File: src/fully_associative_cache_random_replace_core_macros.svh
// assertion macros for the fully associative cache core
`ifndef FULLY_ASSOCIATIVE_CACHE_RANDOM_REPLACE_CORE_MACROS_SVH
`define FULLY_ASSOCIATIVE_CACHE_RANDOM_REPLACE_CORE_MACROS_SVH

// same-cycle implication, checked on every rising edge outside reset
`define FACR_ASSERT_IMP(label, ante, cons) \
	label: assert property (@(posedge clk) disable iff (!arst_n) (ante) |-> (cons)) \
		else $error("facr assertion failed");

// next-cycle implication, checked on every rising edge outside reset
`define FACR_ASSERT_NXT(label, ante, cons) \
	label: assert property (@(posedge clk) disable iff (!arst_n) (ante) |=> (cons)) \
		else $error("facr assertion failed");

`endif

File: src/facr_pkg.sv
// types, constants and a helper function shared by the cache core
`timescale 1ns / 1ps
`default_nettype none

package facr_pkg;

	localparam int ENTRIES = 64;
	localparam int IDX_W   = (ENTRIES > 1) ? $clog2(ENTRIES) : 1;
	localparam int CNT_W   = IDX_W + 1;
	localparam int ADDR_W  = 16;
	localparam int TAG_W   = 16;
	localparam int DATA_W  = 31;
	localparam int OFF_W   = 4;
	localparam int SLOT_W  = 6;
	localparam int LFSR_W  = 16;

	localparam logic [LFSR_W-1:0] LFSR_SEED = 16'hACE1;

	localparam logic OP_READ  = 1'b0;
	localparam logic OP_WRITE = 1'b1;

	typedef enum logic [2:0] {
		ST_IDLE,
		ST_MOD,
		ST_LAUNCH,
		ST_WALK,
		ST_DRAIN
	} state_t;

	typedef struct packed {
		logic              active;
		logic              op;
		logic [TAG_W-1:0]  tag;
		logic [DATA_W-1:0] wdata;
		logic [IDX_W-1:0]  target;
		logic              evict;
		logic              found;
		logic [DATA_W-1:0] rdata;
		logic [IDX_W-1:0]  slot;
		logic [TAG_W-1:0]  ev_tag;
		logic [DATA_W-1:0] ev_data;
	} rec_t;

	function automatic logic [LFSR_W-1:0] lfsr_next(input logic [LFSR_W-1:0] v);
		logic fb;
		fb = v[15] ^ v[13] ^ v[12] ^ v[10];
		return {v[LFSR_W-2:0], fb};
	endfunction

endpackage

`default_nettype wire

File: src/facr_cell.sv
// one cache entry of the chain, checks and updates the passing request record
`timescale 1ns / 1ps
`default_nettype none

module facr_cell (
	input  wire logic              clk,
	input  wire logic              arst_n,
	input  wire logic [facr_pkg::IDX_W-1:0] idx,
	input  wire facr_pkg::rec_t    rec_in,
	output facr_pkg::rec_t         rec_out
);
	import facr_pkg::*;

	logic              valid_q;
	logic [TAG_W-1:0]  tag_q;
	logic [DATA_W-1:0] data_q;
	rec_t              rec_q;
	rec_t              rec_nxt;
	logic              wr_en;

	assign wr_en = rec_in.active && (rec_in.op == OP_WRITE) && (rec_in.target == idx);

	always_comb begin
		rec_nxt = rec_in;
		if (rec_in.active) begin
			if (rec_in.op == OP_READ) begin
				if (!rec_in.found && valid_q && (tag_q == rec_in.tag)) begin
					rec_nxt.found = 1'b1;
					rec_nxt.rdata = data_q;
					rec_nxt.slot  = idx;
				end
			end else if (rec_in.target == idx) begin
				rec_nxt.ev_tag  = tag_q;
				rec_nxt.ev_data = data_q;
				rec_nxt.slot    = idx;
			end
		end
	end

	always_ff @(posedge clk or negedge arst_n) begin
		if (!arst_n) begin
			valid_q <= 1'b0;
			rec_q   <= '0;
		end else begin
			rec_q <= rec_nxt;
			if (wr_en) begin
				valid_q <= 1'b1;
			end
		end
	end

	always_ff @(posedge clk) begin
		if (wr_en) begin
			tag_q  <= rec_in.tag;
			data_q <= rec_in.wdata;
		end
	end

	assign rec_out = rec_q;

endmodule

`default_nettype wire

File: config.mk
export PLATFORM = sky130hd
export DESIGN_NAME = facr_cell
export DESIGN_NICKNAME = d
export VERILOG_FILES = /design/src/fully_associative_cache_random_replace_core_macros.svh /design/src/facr_pkg.sv /design/src/facr_cell.sv
export SDC_FILE = /design/constraint.sdc
export NUM_CORES = 1
export LEC_CHECK = 0
export BUFFER_PORTS_ARGS = -buffer_cell sky130_fd_sc_hd__buf_2
export CAP_MARGIN = 40
export CORE_UTILIZATION = 24
export DETAILED_ROUTE_END_ITERATION = 10
export PLACE_DENSITY = 0.44
export SYNTH_ARGS = -nofsm -noshare
export SYNTH_HDL_FRONTEND = slang
export SYNTH_SLANG_ARGS = --single-unit
File: constraint.sdc
create_clock -name clk -period 2.2 [get_ports clk]
set_input_delay 0.22 -clock clk [delete_from_list [all_inputs] [get_ports clk]]
set_output_delay 0.22 -clock clk [all_outputs]
set_load 0.02 [all_outputs]
==> results.yml <==
yosys:
  synthTopCellsByCount: "dfrtp_1, mux2_4, edfxtp_1"
  synth_compound_area_frac: 0.00132
  muxShareOfSynthArea: 0.181
  syn_inst: 325
  synth_xor_xnor_area_share: 0.0291
  synth_area_sq_um: 6620
  synthAdderAreaFrac: 0
  synth.area.top_cells: "dfrtp_1, edfxtp_1, mux2_4, mux2_2, xnor2_1"
  yosysMostFrequentCell: "dfrtp_1"
  ys.flop_type: "dfrtp_1"
  synth_top_family_by_area: "multiplexers"
  synth_edf_count: 47
  synth.distinct_cells: 20
  yosys.area.top_type_share: 0.537
  synth-seq-cells: 189
  ys_warn_count: 0
  postSynth.asyncResetShare: 0.751
  yosysTopAreaCell: "dfrtp_1"
  syn_area_per_cell_sq_um: 20.4
  syn_nets: 474
  yosys.area_share.simple: 0.0189
  yosysSeqAreaShare: 0.750
sta:
  finalSetupTns_ns: 0
  worst_slew_pin_slew_ns: 0.489
  timing.fmax_mhz: 499
  setup_viol: 0
  finClkSkew_ns: 0.0152
  relSlewSlack: 0.674
  period_minus_slack_ns: 2.00
  finalMaxSlewViolations: 0
  min_period_over_period: 0.910
  rsz0062_at_grt: "false"
  final_hold_viol_count: 0
routing:
  routed_via_density: 3.90
  drc_errors: 0
  dr.first_iter.drc_count: 115
  routedWlPerCell_um: 15.7
  num_vias: 4173
  drtPass1Iterations: 4
  ant_nets: 0
  routed_wl_um: 16800
grt:
  grt_overflow_total: 0
  antenna_found_initial: 2
  track_usage: 0.120
  grt_max_degree: 52
  grt_pass1_wl_um: 25600
  first_global_vias: 4548
cts:
  cts_sinks: 189
  cts_setup_buffers: 0
  cts_max_path_buffers: 2
  cts_root_buf: "clkbuf_16"
  cts-resized-gates: 0
  clk-insertion-delay-late_ns: 0.43
  cts_tree: "built"
  clk_pin_slew_worst_paths_ns: 0.07
  cts_made_buffers: 17
  ctsHtreeMaxLevel: 4
power_and_ir_drop:
  leakage_uw: 0.00472
  powerDensity_nw_per_um2: 780
  vdd_drop_max_mv: 0.414
placed_design:
  globalplace.congestion: 0.727
  dp_cells: 956
  portBuffers: 289
  hpwl_um: 12100
  place_area_sq_um: 8490
critical_path:
  crit_path_end_kind: "flop"
  reg2reg_depth: 6
  required_ns: 2.51
  critPathSlowestCell: "dlygate4sd3_1"
  path_class: "in2reg"
  startpoint_type: "primary input"
  path_cells: "dlygate4sd3_1, buf_2, xor2_1, nor4_1, nand4_1, clkinvlp_4, buf_12, a21oi_4, mux2_2"
  cp_slowest_stage_delay_ns: 0.52
  critical_path_arrival_ns: 2.31
  path_max_fanout: 35
die:
  dieWidth_um: 168
  die_h_um: 168
  die_area_sq_um: 28300
  coreArea_sq_um: 27000
  row_count: 60
  io_pins: 290
  start_util: 0.245
status:
  outcome: "completed"
run:
  cap_violations: 0
layout:
  fin_nets: 865
  syn_to_final_growth_pct: 49.8
  postLayoutCellArea_sq_um: 9920
  fin_cells: 1070
  drive_above_1_share: 0.571
  antenna_cells: 0
min_path:
  hp-class: "in2reg"
  holdPathStages: 2
==> state kept, by name, summed over array words and instances, names as in the netlist <==
register and cells:
tag_q 16, valid_q 1, data_q 31, rec_out 141
==> repair_timing <==
action | in CTS | in global routing
endpoints found under the hold margin | 161 | 2
setup endpoints to repair | 0 | 0
hold buffers | 80 | 2
==> layer usage <==
layer	GRT usage	share of wire
met4	0.0368	0.011
met3	0.0357	0.062
met1	0.146	0.43
met5	0	0
met2	0.203	0.50
==> critical path, delay by kind of cell <==
family,cells,cell delay [ns]
buffers and inverters,4,1.04
and+or+nand+nor,2,0.50
muxes,1,0.29
xor gates and xnor gates,1,0.15
AOI/OAI and AO/OA,1,0.09
==> per-stage QoR <==
step	util	hold WS, ns	setup slack, ns	total power, uW
after global routing	0.367	0.00172	0.105	8070
after detailed placement	0.314	0.177	0.288	4570
final	0.367	0.0256	0.198	7740
after floorplan	-	-0.0756	0.0459	4170
after global placement	0.314	0.166	0.220	4570
after CTS	0.366	0.000122	0.184	7890
==> where the power goes <==
part | switching, uW | internal, uW
combinational | 424 | 405
clock | 1500 | 1640
sequential | 37.8 | 3730
==> cells in the final DEF, fill, tap and decap left out, types with 2 or more instances in the layout <==
master,instances
buf_12,3
buf_2,288
buf_4,6
clkbuf_16,17
clkinv_8,4
dfrtp_1,142
dlygate4sd3_1,82
edfxtp_1,47
inv_6,4
inv_8,4
mux2_2,16
mux2_4,68
nand2_1,4
nand2b_1,2
nand4_1,6
nor4_1,2
xnor2_1,18
xor2_1,4
==> area by class of cell <==
type	instances	area (sq um)
fill	2609	17100
sequential	189	4960
timing repair buffer	380	2380
multi-input combinational	127	1540
clock buffer	18	429
tap	341	427
clock inverter	14	179
inverter	1	7.51
==> worst paths after layout <==
check / startpoint / endpoint / slack [ns]
min: rec_in[20] / rec_out[20]$_DFF_PN0_ / 0.03
max reg2reg: tag_q[3]$_DFFE_PP_ / rec_out[51]$_DFF_PN0_ / 0.27
max: rec_in[87] / rec_out[51]$_DFF_PN0_ / 0.20
max in group asynchronous: arst_n / rec_out[122]$_DFF_PN0_ / 1.28
min reg2reg: valid_q$_DFFE_PN0P_ / valid_q$_DFFE_PN0P_ / 0.47
min in group asynchronous: arst_n / rec_out[20]$_DFF_PN0_ / 0.29
==> cell families (layout without fill, tap and decap cells) <==
| family | after synthesis | in the layout |
|---|---|---|
| compound gates | 1 | 1 |
| xor+xnor | 22 | 22 |
| buf+inv | 9 | 413 |
| flops | 189 | 189 |
| mux | 84 | 84 |
| simple gates | 20 | 20 |
(Power assumes the default switching activity.)
